## config.mk

```make
export PLATFORM = sky130hd
export DESIGN_NAME = ppp_back
export DESIGN_NICKNAME = d
export VERILOG_FILES = /design/src/rtl/ppp_pkg.sv /design/src/rtl/ppp_back.sv
export SDC_FILE = /design/constraint.sdc
export NUM_CORES = 1
export LEC_CHECK = 0
export BUFFER_PORTS_ARGS = -buffer_cell sky130_fd_sc_hd__buf_4
export CORE_UTILIZATION = 35
export DETAILED_ROUTE_END_ITERATION = 10
export GPL_TIMING_DRIVEN = 0
export SYNTH_ARGS = -nofsm -noshare
export SYNTH_HDL_FRONTEND = slang
export SYNTH_SLANG_ARGS = --single-unit
```

## constraint.sdc

```tcl
create_clock -name clk -period 16.13 [get_ports clk]
set_input_delay 3.226 -clock clk [delete_from_list [all_inputs] [get_ports clk]]
set_output_delay 3.226 -clock clk [all_outputs]
set_load 0.02 [all_outputs]
```

## src/rtl/ppp_pkg.sv

```systemverilog
package ppp_pkg;

  localparam int COORD_WIDTH_DEF = 32;

  typedef struct packed {
    logic valid;
    logic adv;
  } pipe_ctl_t;

endpackage

```

## src/rtl/ppp_back.sv

```systemverilog
module ppp_back
  import ppp_pkg::*;
#(
  parameter int W   = COORD_WIDTH_DEF,
  parameter int SBW = 2 * COORD_WIDTH_DEF + 3
) (
  input  logic                 clk,
  input  logic                 rst_n,
  input  pipe_ctl_t            ctl_in,
  input  logic [W+1:0]         q [3],
  input  logic [SBW-1:0]       sb [3],
  output logic                 valid_out,
  output logic signed [W-1:0]  res_out [3],
  output logic                 degenerate_out,
  output logic                 saturated_out
);

  localparam int VW = W + 3;
  localparam logic signed [VW-1:0] HI = VW'({1'b0, {(W-1){1'b1}}});
  localparam logic signed [VW-1:0] LO = -HI - VW'(1);

  logic signed [VW-1:0] qs  [3];
  logic signed [VW-1:0] v   [3];
  logic signed [W-1:0]  res_nxt [3];
  logic                 sat_nxt;
  logic                 zero;
  logic                 cmd;

  logic                 valid_r;
  logic signed [W-1:0]  res_r [3];
  logic                 deg_r;
  logic                 sat_r;

  assign zero = sb[0][SBW-1];
  assign cmd  = sb[0][SBW-2];

  always_comb begin
    sat_nxt = 1'b0;
    for (int i = 0; i < 3; i++) begin
      qs[i] = sb[i][2*W] ? -$signed({1'b0, q[i]}) : $signed({1'b0, q[i]});
      v[i]  = VW'(signed'(sb[i][W-1:0])) - qs[i]
            - (cmd ? VW'(signed'(sb[i][2*W-1:W])) : VW'(0));
      if (v[i] > HI) begin
        res_nxt[i] = HI[W-1:0];
        sat_nxt    = 1'b1;
      end else if (v[i] < LO) begin
        res_nxt[i] = LO[W-1:0];
        sat_nxt    = 1'b1;
      end else begin
        res_nxt[i] = v[i][W-1:0];
      end
      if (zero) begin
        res_nxt[i] = '0;
      end
    end
    if (zero) begin
      sat_nxt = 1'b0;
    end
  end

  always_ff @(posedge clk) begin
    if (!rst_n) begin
      valid_r <= 1'b0;
    end else if (ctl_in.adv) begin
      valid_r <= ctl_in.valid;
    end
  end

  always_ff @(posedge clk) begin
    if (ctl_in.adv) begin
      for (int i = 0; i < 3; i++) begin
        res_r[i] <= res_nxt[i];
      end
      deg_r <= zero;
      sat_r <= sat_nxt;
    end
  end

  assign valid_out      = valid_r;
  assign degenerate_out = deg_r;
  assign saturated_out  = sat_r;

  always_comb begin
    for (int i = 0; i < 3; i++) begin
      res_out[i] = res_r[i];
    end
  end

endmodule

```

==> run_results.csv, run 1 <==
group,metric,value,unit
outcome,status,"finished clean",
power_and_ir_drop,p_comb_share,69.3,%
die,dieHeight,211,µm
clock_network,clockBufferDepth,2,
clock_network,cts_sinks,99,
die,start_util,35.5,%
hold_path,min-delay-start,"valid_out",
power_and_ir_drop,power,2.20,mW
clock_network,htreeDepth,3,
worst_setup_path,ff2ff_setup_slack,15.54,ns
power_and_ir_drop,swShare,48.0,%
worst_setup_path,cp_cell_sequence,"buf_4, nor4_1, nand4_1, or3_1, o41ai_1, xnor2_1, fa_1, inv_1, ha_1, clkbuf_1, nand2_1, or3_1, a2111oi_0, o211ai_1, a21boi_0, nor2_1, o211ai_1, clkbuf_1, o21ai_0",
placement,io_buffers,398,
worst_setup_path,critPathSlowestCell,"nor4_1",
clock_network,cts_tree,"built",
hold_path,holdPathEnd,"valid_out",
timing,drv_slew,0,
timing,rsz0062_at_grt,"false",
global_routing,antenna_found_initial,3,
timing,setup_viol,0,
global_routing,grt_pass1_wl,77200,µm
logic_synthesis,synth-seq-cells,99,
cells_and_area,drive_gt1_share,20.3,%
hold_path,hold_class,"reg -> reg",
power_and_ir_drop,power_leakage,8.70,nW
worst_setup_path,ff2ff_path_depth,2,
drt,drtIter0Drc,827,
worst_setup_path,path_max_fanout,10,
timing,finalSetupTns,0,ns
die,num_rows,76,
timing,fmax,100,MHz
worst_setup_path,reg2reg_to,"valid_out",
global_routing,grt_pass1_vias,14600,
cells_and_area,final_cell_mix,"buf_4, inv_1, xnor2_1",
drt,wl_per_cell,17.6,µm
cells_and_area,syn2layout_area_growth,26.4,%
logic_synthesis,ys_top_cells_by_area,"edfxtp_1, fa_1, ha_1, xnor2_1, inv_1",
global_routing,grt_max_degree,100,
worst_setup_path,worst-path-buf-inv,4,
clock_network,cts_root_buf,"clkbuf_16",
clock_network,ctsResizeCount,0,
clock_network,cts_setup_buffers,0,
logic_synthesis,synth-edff-count,98,
power_and_ir_drop,ir_drop,0.0669,mV
timing,fin_skew,0,ns
drt,vias,14600,
cells_and_area,fin_cells,2842,
logic_synthesis,synth_nets,2361,
worst_setup_path,r2r-start,"valid_out",
drt,dr.pass1.iters,5,
worst_setup_path,required,16.21,ns
worst_setup_path,critPathTopFamily,"simple AND/OR/NAND/NOR gates",
drt,drcViolationCount,0,
worst_setup_path,endpoint_kind,"flop",
logic_synthesis,synth_area_leader_cell,"edfxtp_1",
clock_network,cts_buffers,9,
drt,vias_per_cell,5.13,
global_routing,globalRouteTotalUtil,22.2,%
power_and_ir_drop,switching_power,1.05,mW
placement,hpwl,42200,µm
clock_network,cts_hold_buffers,0,
cells_and_area,final_common_cell,"buf_4",
die,ios,406,
logic_synthesis,synth.distinct_cells,76,
logic_synthesis,syn-cell-area,15300,µm²
logic_synthesis,ys_async_sr_fraction,0,%
power_and_ir_drop,p_int,1.14,mW
die,dieArea,44500,µm²
die,die_width,211,µm
timing,tightest_slew,1.24,ns
clock_network,clkLatencyLatePin,0.37,ns
timing,finalCriticalPeriod,9.95,ns
timing,fin_ws,6.18,ns
global_routing,gr-total-overflow,0,
timing,hold_viol,0,
worst_setup_path,worst-endpoint-arrival,10.04,ns
die,design.core.area,43100,µm²
clock_network,clkSlewWorstSetupHoldPaths,0.07,ns
worst_setup_path,cp_slowest_stage_delay,0.84,ns
placement,dp_cells,2824,
drt,wl,50000,µm
power_and_ir_drop,pwr-share-clk,9.9,%
timing,slew_headroom,17.3,%
worst_setup_path,crit_path_start_kind,"primary input",
power_and_ir_drop,powerDensity,114,nW/µm²
power_and_ir_drop,seq_power_share,20.9,%
logic_synthesis,ys_warn_count,0,
cells_and_area,nets,2771,
logic_synthesis,synth_top_area_share,19.3,%
logic_synthesis,syn_inst,1841,
logic_synthesis,synthFlopType,"edfxtp_1",
worst_setup_path,crit_type,"in -> reg",
placement,pre_cts_ws,5.75,ns
placement,gp_congestion,0.914,
logic_synthesis,synth.avg_cell_area,8.30,µm²
drt,ant_nets,0,
run,cap_violations,0,
hold_path,whs_path_depth,2,
logic_synthesis,ys_seq_area_share,19.4,%
timing,period_share,61.7,%
==> metrics by stage <==
stage	hold WS (ns)	cell area (µm²)	util [%]
after floorplan	0.589	15300	-
after global placement	0.506	19000	44.1
after detailed placement	0.522	19000	44.1
after CTS	0.534	19300	44.7
after global routing	0.548	19300	44.8
final	0.525	19300	44.8
==> cell type report <==
type | instances | area [µm²]
multi-input cells | 1384 | 10900
diodes | 1 | 2.50
inverters | 291 | 1090
clock buffers | 9 | 225
well taps | 585 | 732
plain buffers | 67 | 280
clock inverters | 7 | 53.8
repair buffers | 399 | 3020
flip-flops and latches | 99 | 2960
fillers | 4392 | 23800
==> state kept, by name, summed over array words and instances (netlist names) <==
register,cells
degenerate_out,1
res_r,96
saturated_out,1
valid_out,1
==> Yosys cell counts (all sizes together), types with 5 or more instances <==
| cell | instances |
|---|---|
| o31ai | 68 |
| fa | 102 |
| nor2 | 60 |
| nand2 | 136 |
| a21o | 37 |
| nand4 | 21 |
| nand3 | 18 |
| a211oi | 9 |
| nor4 | 13 |
| xnor2 | 153 |
| ha | 111 |
| o211ai | 16 |
| a2111oi | 7 |
| o21a | 7 |
| a21oi | 109 |
| clkbuf | 58 |
| edfxtp | 98 |
| a31oi | 14 |
| or2 | 17 |
| and4 | 5 |
| or3 | 19 |
| nand2b | 11 |
| and3 | 10 |
| xor2 | 40 |
| o21bai | 15 |
| buf | 9 |
| a221oi | 6 |
| or4 | 23 |
| and2 | 98 |
| nor3 | 22 |
| inv | 291 |
| o41ai | 18 |
| a211o | 5 |
| o21ai | 152 |
| a21boi | 7 |
==> power by group through the flow <==
| stage | sequential, mW | combinational (mW) | clock (mW) |
|---|---|---|---|
| 2_1_floorplan | 0.581 | 0.890 | 0 |
| 3_3_place_gp | 0.463 | 1.51 | 0 |
| 3_5_place_dp | 0.465 | 1.52 | 0 |
| 4_1_cts | 0.460 | 1.53 | 0.224 |
| 5_1_grt | 0.468 | 1.68 | 0.232 |
| 6_report | 0.459 | 1.52 | 0.217 |
==> cell families after synthesis <==
family | after synthesis | share of synthesized area [%]
AOI/OAI and AO/OA | 507 | 21.5
and+or+nand+nor | 466 | 16.2
buffers and inverters | 358 | 8.99
adders and majority gates | 213 | 22.5
xor gates and xnor gates | 193 | 11.2
DFF | 99 | 19.4
muxes | 5 | 0.336
==> worst register-to-register path: cells and delay by family, from the launching register on <==
| kind | cells | cell delay, ns |
|---|---|---|
| AND/OR/NAND/NOR | 1 | 0.06 |
| multiplexers | 1 | 0.12 |
| flip-flops | 1 | 0.31 |
==> layer usage <==
layer  global-route usage, %  vias to the layer above  routed length (µm)
li1                        -                     7206                   -
met1                    28.8                     6904               22200
met2                    37.9                      406               23900
met3                    3.52                       61                2730
met4                    6.72                        2                1210
met5                       0                        -                  13
==> worst max path at each step <==
stage	cells past startpoint	startpoint	slack, ns	end
global route	19	q[38]	5.62	res_r[0][39]
CTS	19	sb[199]	6.11	res_r[0][83]
global placement	20	q[38]	5.87	res_r[0][39]
finish	19	q[38]	6.18	res_r[0][56]
detailed placement	19	sb[199]	5.75	res_r[0][83]
floorplan	20	q[6]	7.09	res_r[0][66]
Note: power is estimated with default switching activity, not from simulation.
==> inputs of run 2 (changes only) <==
Settings changed: ABC_AREA from default to 1.
Clock period 16.13 ns to 9.3 ns, I/O delays scaled along.
==> run 2 against run 1 <==
Compared with the run above:
- flip-flop and latch count stayed put
- non-clock buffer count down 30
- design area rose by 8.6%
- worst hold slack better by 0.049 ns
- core utilization shrank 0.91 points
- via count grew 15%
- clock-buffer cell count grew 1
- area after synthesis up 11%
- sequential share of layout area fell by 1.2 points
- setup slack worse by 4.7 ns
- combinational power grew 79%
- sequential power rose by 63%
- highest routed layer is now met4
==> run_results.csv, run 2 <==
group,metric,value,unit
outcome,status,"finished clean",
die,start_util,35.4,%
worst_setup_path,cp_slowest_stage_delay,1.03,ns
global_routing,antenna_found_initial,0,
cells_and_area,diodes,0,
timing,rsz0062_at_grt,"false",
logic_synthesis,synth.avg_cell_area,6.67,µm²
clock_network,ctsResizeCount,0,
power_and_ir_drop,powerDensity,183,nW/µm²
logic_synthesis,synth-seq-cells,99,
die,dieHeight,222,µm
clock_network,clkLatencyLatePin,0.37,ns
clock_network,cts_setup_buffers,0,
global_routing,grt_pass1_wl,89900,µm
logic_synthesis,syn-cell-area,16900,µm²
global_routing,grt_pass1_vias,16700,
logic_synthesis,ys_warn_count,0,
logic_synthesis,synth_commonest_cells,"nand2_1, inv_1, nor2_1, a21oi_1, xor2_1",
cells_and_area,syn2layout_area_growth,23.9,%
cells_and_area,fin_util,43.9,%
drt,drt-met1-wl,26900,µm
logic_synthesis,synth_nets,3057,
worst_setup_path,required,9.42,ns
clock_network,cts_root_buf,"clkbuf_16",
worst_setup_path,ff2ff_setup_slack,8.59,ns
logic_synthesis,ys_async_sr_fraction,0,%
hold_path,hold_class,"reg -> reg",
drt,drtIter0Drc,791,
timing,slew_headroom,11.8,%
logic_synthesis,synthFlopType,"edfxtp_1",
clock_network,clockBufferDepth,2,
logic_synthesis,synth_top_area_share,17.4,%
cells_and_area,nets,3467,
power_and_ir_drop,p_comb_share,70.9,%
drt,drcViolationCount,0,
worst_setup_path,path_max_fanout,10,
logic_synthesis,ys_seq_area_share,17.5,%
timing,hold_viol,0,
cells_and_area,final_cell_mix,"nand2_1, inv_1, buf_4",
worst_setup_path,crit_path_start_kind,"primary input",
timing,fin_skew,0,ns
worst_setup_path,worst-endpoint-arrival,7.91,ns
clock_network,cts_hold_buffers,0,
logic_synthesis,yosysMostFrequentCell,"nand2_1",
timing,fmax,128,MHz
clock_network,cts_sinks,99,
drt,wl_per_cell,16.3,µm
cells_and_area,multi_input_area,11500,µm²
timing,period_share,83.8,%
worst_setup_path,r2r-start,"valid_out",
timing,finalCriticalPeriod,7.79,ns
hold_path,min-delay-start,"valid_out",
drt,ant_nets,0,
placement,gp_congestion,0.987,
worst_setup_path,reg2reg_to,"valid_out",
cells_and_area,largest_reg_flops,96,
cells_and_area,fillers,5054,
logic_synthesis,syn_inst,2537,
drt,route.met3.wl,2580,µm
worst_setup_path,critPathMostFrequentCell,"nand2_1",
hold_path,holdPathEnd,"valid_out",
placement,io_buffers,399,
worst_setup_path,endpoint_kind,"flop",
logic_synthesis,synth_area_leader_cell,"edfxtp_1",
timing,finalSetupTns,0,ns
cells_and_area,regArea,2960,µm²
cells_and_area,drive_gt1_share,18.0,%
timing,tightest_slew,1.32,ns
power_and_ir_drop,p_int,1.90,mW
drt,dr.pass1.iters,5,
timing,setup_viol,0,
global_routing,gr-total-overflow,0,
global_routing,globalRouteTotalUtil,23.4,%
power_and_ir_drop,pwr-share-clk,9.6,%
hold_path,whs_path_depth,2,
clock_network,cts_buffers,9,
clock_network,htreeDepth,3,
clock_network,cts_tree,"built",
worst_setup_path,cp_cell_sequence,"clkbuf_1, clkbuf_1, clkbuf_1, nand2_1, fa_1, inv_1, ha_1, inv_1, nand2_1, fa_1, nand3_1, nand2_1, nand2_1, nand2_1, nand2_1, nand2_2, nand2_1, nand3_1, nand2_1, nand3_1, nand3_1, clkbuf_4, o21ai_2",
drt,wl,58100,µm
worst_setup_path,ff2ff_path_depth,2,
power_and_ir_drop,seq_power_share,19.5,%
drt,vias,16800,
worst_setup_path,critPathSlowestCell,"clkbuf_1",
die,design.core.area,47700,µm²
die,die_width,222,µm
power_and_ir_drop,switching_power,1.94,mW
drt,vias_per_cell,4.70,
cells_and_area,final_common_cell,"nand2_1",
worst_setup_path,crit_type,"in -> reg",
timing,drv_slew,0,
logic_synthesis,synth-edff-count,98,
power_and_ir_drop,power_leakage,11.4,nW
logic_synthesis,ys_top_cells_by_area,"edfxtp_1, nand2_1, inv_1, fa_1, ha_1",
run,cap_violations,0,
power_and_ir_drop,swShare,50.5,%
placement,hpwl,51900,µm
power_and_ir_drop,ir_drop,0.0851,mV
clock_network,clkSlewWorstSetupHoldPaths,0.07,ns
drt,top_layer_used,"met4",
logic_synthesis,synth.distinct_cells,49,
die,ios,406,
die,dieArea,49200,µm²
die,num_rows,80,
cells_and_area,top_register,"res_r",
global_routing,grt_max_degree,101,
drt,wl_met2,27100,µm
-- run 2: final cells by class --
cell class | count | area share (%)
clock inverter | 6 | 0.227
buffer | 37 | 1.12
tap | 615 | 3.67
timing repair buffer | 399 | 14.3
inverter | 594 | 10.6
clock buffer | 10 | 1.09
multi-input combinational | 1807 | 54.8
sequential | 99 | 14.1
-- run 2: per-layer routing --
metal | up-vias | global-route usage [%]
li1 | 8615 | -
met1 | 7615 | 31.5
met2 | 469 | 39.7
met3 | 56 | 2.36
met4 | 0 | 6.70
met5 | - | 0
-- run 2: power by group through the flow --
stage	combinational (mW)	sequential (mW)	clock [mW]
floorplan	1.64	0.924	0
global placement	2.71	0.758	0
detailed placement	2.72	0.761	0
CTS	2.73	0.751	0.379
global route	3.01	0.760	0.393
finish	2.72	0.747	0.369
-- run 2: worst max-delay path by stage --
stage	from	end	slack, ns	depth (start not counted)
finish	sb[199]	res_r[0][60]	1.51	23
global route	sb[199]	res_r[0][60]	1.16	23
CTS	sb[199]	res_r[0][60]	1.36	23
detailed placement	sb[199]	res_r[0][60]	0.97	23
global placement	sb[199]	res_r[0][35]	1.02	23
floorplan	q[0]	res_r[0][64]	3.45	29
-- run 2: critical path: cells and delay by family --
family                     cells  cell delay, ns
AOI/OAI and AO/OA              1            0.09
adders and majority gates      3            1.31
buffers and inverters          6            2.96
and+or+nand+nor               13            1.67
-- run 2: cells by family (layout without fill, tap and decap cells) --
family	after synthesis	in the layout	synth area share (%)
flops	99	99	17.5
fa+ha+maj	213	213	20.3
xor+xnor	191	191	9.88
simple gates	1087	1087	26.7
buf+inv	631	1046	14.6
compound gates	316	316	11.1
-- run 2: through the flow --
stage	power, mW	cells	cell area [µm²]	setup WS [ns]	hold slack, ns
after detailed placement	3.48	3551	20700	0.967	0.560
after floorplan	2.56	2537	16900	3.45	0.606
after global routing	4.17	3567	21000	1.16	0.625
after CTS	3.86	3567	21000	1.36	0.578
final	3.84	3567	21000	1.51	0.574
after global placement	3.46	3551	20700	1.02	0.527
